===== src/hw/rtl/sma_div.sv =====
// ============================================================================
// sma_div - bit-serial signed divider
// Restoring division, one quotient bit per cycle, truncation toward zero.
// ============================================================================
module sma_div #(
    parameter int DIVIDEND_W = 42,
    parameter int DIVISOR_W  = 11
) (
    input  logic                         i_clk,
    input  logic                         i_rst_n,
    input  logic                         i_start,
    input  logic signed [DIVIDEND_W-1:0] i_dividend,
    input  logic        [DIVISOR_W-1:0]  i_divisor,
    output logic                         o_busy,
    output logic signed [DIVIDEND_W-1:0] o_quotient
);

    localparam int CW = $clog2(DIVIDEND_W + 1);

    logic [CW-1:0]         r_cnt, n_cnt;
    logic                  r_neg, n_neg;
    logic [DIVIDEND_W-1:0] r_quo, n_quo;
    logic [DIVISOR_W-1:0]  r_rem, n_rem;
    logic [DIVISOR_W-1:0]  r_dvs, n_dvs;

    logic [DIVISOR_W:0]    shifted;
    logic                  fits;

    always_comb begin
        n_cnt   = r_cnt;
        n_neg   = r_neg;
        n_quo   = r_quo;
        n_rem   = r_rem;
        n_dvs   = r_dvs;
        shifted = {r_rem, r_quo[DIVIDEND_W-1]};
        fits    = (shifted >= {1'b0, r_dvs});
        if (i_start) begin
            n_cnt = CW'(DIVIDEND_W);
            n_neg = i_dividend[DIVIDEND_W-1];
            n_quo = i_dividend[DIVIDEND_W-1] ? (~i_dividend + 1'b1) : i_dividend;
            n_rem = '0;
            n_dvs = i_divisor;
        end else if (r_cnt != '0) begin
            n_cnt = r_cnt - 1'b1;
            n_rem = fits ? DIVISOR_W'(shifted - {1'b0, r_dvs}) : shifted[DIVISOR_W-1:0];
            n_quo = {r_quo[DIVIDEND_W-2:0], fits};
        end
    end

    always_ff @(posedge i_clk) begin
        if (!i_rst_n) begin
            r_cnt <= '0;
        end else begin
            r_cnt <= n_cnt;
        end
        r_neg <= n_neg;
        r_quo <= n_quo;
        r_rem <= n_rem;
        r_dvs <= n_dvs;
    end

    assign o_busy     = (r_cnt != '0);
    assign o_quotient = r_neg ? (~r_quo + 1'b1) : r_quo;

endmodule


===== config.mk =====
export PLATFORM = sky130hd
export DESIGN_NAME = sma_div
export DESIGN_NICKNAME = d
export VERILOG_FILES = /design/src/hw/rtl/sma_div.sv
export SDC_FILE = /design/constraint.sdc
export NUM_CORES = 1
export LEC_CHECK = 0
export BUFFER_PORTS_ARGS = -buffer_cell sky130_fd_sc_hd__buf_2
export CAP_MARGIN = 10
export CELL_PAD_IN_SITES_DETAIL_PLACEMENT = 1
export CELL_PAD_IN_SITES_GLOBAL_PLACEMENT = 1
export CORE_MARGIN = 2
export CORE_UTILIZATION = 46
export CTS_BUF_LIST = sky130_fd_sc_hd__clkbuf_4 sky130_fd_sc_hd__clkbuf_8 sky130_fd_sc_hd__clkbuf_16
export DETAILED_ROUTE_END_ITERATION = 8
export PLACE_DENSITY_LB_ADDON = 0.05
export SYNTH_ARGS = -nofsm -noshare
export SYNTH_HDL_FRONTEND = slang
export SYNTH_SLANG_ARGS = --single-unit

===== constraint.sdc =====
create_clock -name i_clk -period 5.8 [get_ports i_clk]
set_input_delay 0.58 -clock i_clk [delete_from_list [all_inputs] [get_ports i_clk]]
set_output_delay 0.58 -clock i_clk [all_outputs]
set_load 0.005 [all_outputs]

==> results by group <==
Place
  – Placed cells: 781
  – Post-DP Area: 5710 um^2
  – PortBufs: 98
  – RePlAce Congestion: 0.833
  – Detail Placement HPWL: 10,600 um

Die
  – Initial Util: 0.471
  – Chip width: 109 um
  – Core area: 10,800 um^2
  – Io pins: 99
  – Die height: 109 um
  – Row cnt: 38
  – Die area: 12,000 um^2

Critical path
  – CP Max Fanout: 7
  – Slowest CP cell: or3_1
  – CP Data Arrival Time: 3.45 ns
  – CP startpoint: r_quo[0]
  – CP Launch Type: flip-flop
  – Delay-heaviest family, CP: simple AND/OR/NAND/NOR gates
  – Crit. End Element: primary output
  – Crit. path cell count: 9
  – Critical path buffers and inverters: 2
  – Worst reg2reg path depth: 10
  – FF-to-FF End: r_rem[0]
  – Most used cell, CP: or3_1
  – Critical path, cell by cell: inv_1 -> ha_1 -> nor2b_1 -> nand4_1 -> or3_1 -> or3_1 -> o41ai_1 -> xnor2_1 -> buf_2
  – Reg2Reg Setup Slack: 3.08 ns
  – Max stage delay on crit path: 0.53 ns
  – Worst Setup Path Type: reg2out
  – WP data required: 5.22 ns
  – R2r startpoint: r_quo[41]
  – Worst Setup EP: o_quotient[36]

Drt
  – Final WL: 14,500 um
  – DRT antenna net count: 0
  – Drt first-iter violations: 207
  – Vias: 4,691
  – Router iterations before antenna repair: 5
  – WL per Instance: 18.2 um
  – DR vias/cell: 5.89
  – DRC: 0

Timing
  – Fin Setup TNS: 0 ns
  – Slew Limit Fails: 0
  – Rel. slew slack: 0.277
  – Final hold viol count: 0
  – Worst slew pin tran: 1.08 ns
  – Setup Skew: 0.00636 ns
  – Final Cycle Share: 0.695
  – Fmax: 0.248 GHz
  – Final min period: 4.03 ns
  – RSZ-0062 raised after global routing: false
  – Final setup vio count: 0

Synth
  – Post-synth EDFFs: 54
  – Ys flop type: edfxtp_1
  – Syn. warnings: 0
  – Asr flop ratio synth: 0
  – Distinct cells, synth: 57
  – Mean post-synth cell area: 9.03 um^2
  – Mapped cell area: 5100 um^2
  – Syn_nets: 636
  – FF+latch count, synth: 71
  – Post-synthesis sequential area ratio: 0.384
  – Synthesized instance count: 565

Final layout
  – # fillers: 1,314
  – Commonest non-fill, non-tap cells in the layout: 97 x buf_2, 56 x nor2_1, 54 x edfxtp_1, 45 x xnor2_1, 44 x a21oi_1
  – Commonest non-fill, non-tap cell in the layout: buf_2
  – Layout Nets: 723
  – Final Util: 0.546
  – Diode count: 0
  – Non-filler instance count after layout: 797
  – Area delta synth->final: 16.0%
  – Share of layout cells above drive strength 1: 0.202
  – Final Cell Area: 5920 um^2

CTS
  – CTS buffer count: 9
  – Setup Buffers After CTS: 0
  – CTS tree: done
  – Post-CTS sizing: 0
  – Root Buffer: clkbuf_8
  – Post-CTS Hold Buffers: 0
  – Clk Latency, worst-skew pair: 0.37 ns
  – Clock Path Buffers: 2
  – Clock sinks: 71
  – H-tree depth: 3
  – Clock Pin Slew Worst Setup and Hold Paths: 0.08 ns

GRT
  – Largest net degree at the start of global routing: 87
  – Initial antenna violation count: 0
  – Gr usage total: 0.252
  – Met3 Track Usage GR: 0.0593
  – Global-route wire length before repair: 23,200 um
  – Busiest grt layer: met2
  – Met1 Use GR: 0.332
  – Via count of the first global-routing pass: 4,630
  – Overflow after GRT: 0
  – GR Util met2: 0.405

Power
  – Power share of the clock group: 0.224
  – Sw Pwr: 706 uW
  – Leak: 2.31 nW
  – Flop pwr share: 0.400
  – Switching share of power: 0.370
  – PwrDens: 322 nW/um^2
  – Logic pwr share: 0.376
  – Max VDD drop: 0.194 mV
  – Pint: 1.20 mW

Status
  – Outcome: completed

Min path
  – Worst min path class: in2reg

Flow run
  – Total of max-cap violations: 0
[sequential cells by signal, indices dropped and copies added, names as in the netlist]
name / flops
r_quo: 42
r_neg: 1
r_cnt: 6
r_rem: 11
r_dvs: 11
[metrics by stage]
step / hold slack (ns) / total power [mW] / setup slack [ns]
3_5_place_dp: 0.508 / 1.49 / 2.17
6_report: 0.378 / 1.91 / 1.77
3_3_place_gp: 0.491 / 1.45 / 2.37
5_1_grt: 0.347 / 2.03 / 1.49
4_1_cts: 0.353 / 1.92 / 1.74
2_1_floorplan: 0.471 / 1.23 / 2.71
[kinds of logic (layout without fill, tap and decap cells)]
family          after synthesis  after routing  share of synthesized area
simple gates                191            191                      0.192
compound gates              144            144                      0.185
xor+xnor                     87             87                      0.149
flops                        71             71                      0.384
buf+inv                      51            143                     0.0385
fa+ha+maj                    15             15                     0.0382
mux                           6              6                     0.0127
[area by class of cell]
cell class | instances | area [um^2] | area share
Sequential cell | 71 | 1960 | 0.332
Clock inverter | 6 | 57.6 | 0.00973
Multi-Input combinational cell | 443 | 2950 | 0.499
Timing Repair Buffer | 103 | 531 | 0.0896
Tap cell | 140 | 175 | 0.0296
Clock buffer | 10 | 149 | 0.0252
Inverter | 24 | 90.1 | 0.0152
[cell usage after synthesis, types with 3 or more instances]
| master | count | area [um^2] |
|---|---|---|
| a211oi_1 | 4 | 30.0 |
| a21boi_0 | 3 | 22.5 |
| a21oi_1 | 44 | 220 |
| a41oi_1 | 3 | 26.3 |
| and3_1 | 4 | 25.0 |
| clkbuf_1 | 23 | 86.3 |
| dfxtp_1 | 17 | 340 |
| edfxtp_1 | 54 | 1620 |
| ha_1 | 14 | 175 |
| inv_1 | 23 | 86.3 |
| mux2_2 | 4 | 45.0 |
| nand2_1 | 42 | 158 |
| nand3_1 | 13 | 65.1 |
| nand3b_1 | 5 | 37.5 |
| nand4_1 | 5 | 31.3 |
| nor2_1 | 56 | 210 |
| nor2b_1 | 4 | 25.0 |
| nor3_1 | 10 | 50.1 |
| nor4_1 | 3 | 18.8 |
| o21a_1 | 6 | 45.0 |
| o21ai_0 | 29 | 145 |
| o31ai_1 | 27 | 203 |
| o41ai_1 | 11 | 96.3 |
| or2_2 | 3 | 18.8 |
| or3_1 | 20 | 125 |
| or4_1 | 13 | 97.6 |
| xnor2_1 | 45 | 394 |
| xor2_1 | 42 | 368 |
[how the worst min path moves through the flow]
stage / slack (ns) / to / cells past startpoint / startpoint
6_report: 0.38 / r_dvs[6] / 1 / i_divisor[6]
5_1_grt: 0.35 / r_dvs[5] / 1 / i_divisor[5]
4_1_cts: 0.35 / r_dvs[6] / 1 / i_divisor[6]
3_5_place_dp: 0.51 / r_rem[6] / 2 / r_rem[6]
3_3_place_gp: 0.49 / r_rem[10] / 2 / r_rem[10]
2_1_floorplan: 0.47 / r_rem[8] / 2 / r_rem[7]
[layer usage]
metal,vias to the layer above,wire length [um],part of all wire
li1,2252,-,-
met1,2292,6470,0.45
met2,128,6860,0.47
met4,0,295,0.020
met3,19,845,0.058
met5,-,0,0
[power groups by stage]
stage	logic [mW]	clock network [mW]	registers, mW
6_report	0.716	0.428	0.763
5_1_grt	0.803	0.453	0.778
4_1_cts	0.718	0.437	0.762
3_5_place_dp	0.714	0	0.772
3_3_place_gp	0.687	0	0.765
2_1_floorplan	0.489	0	0.740
Power figures use the tool's default switching activity.
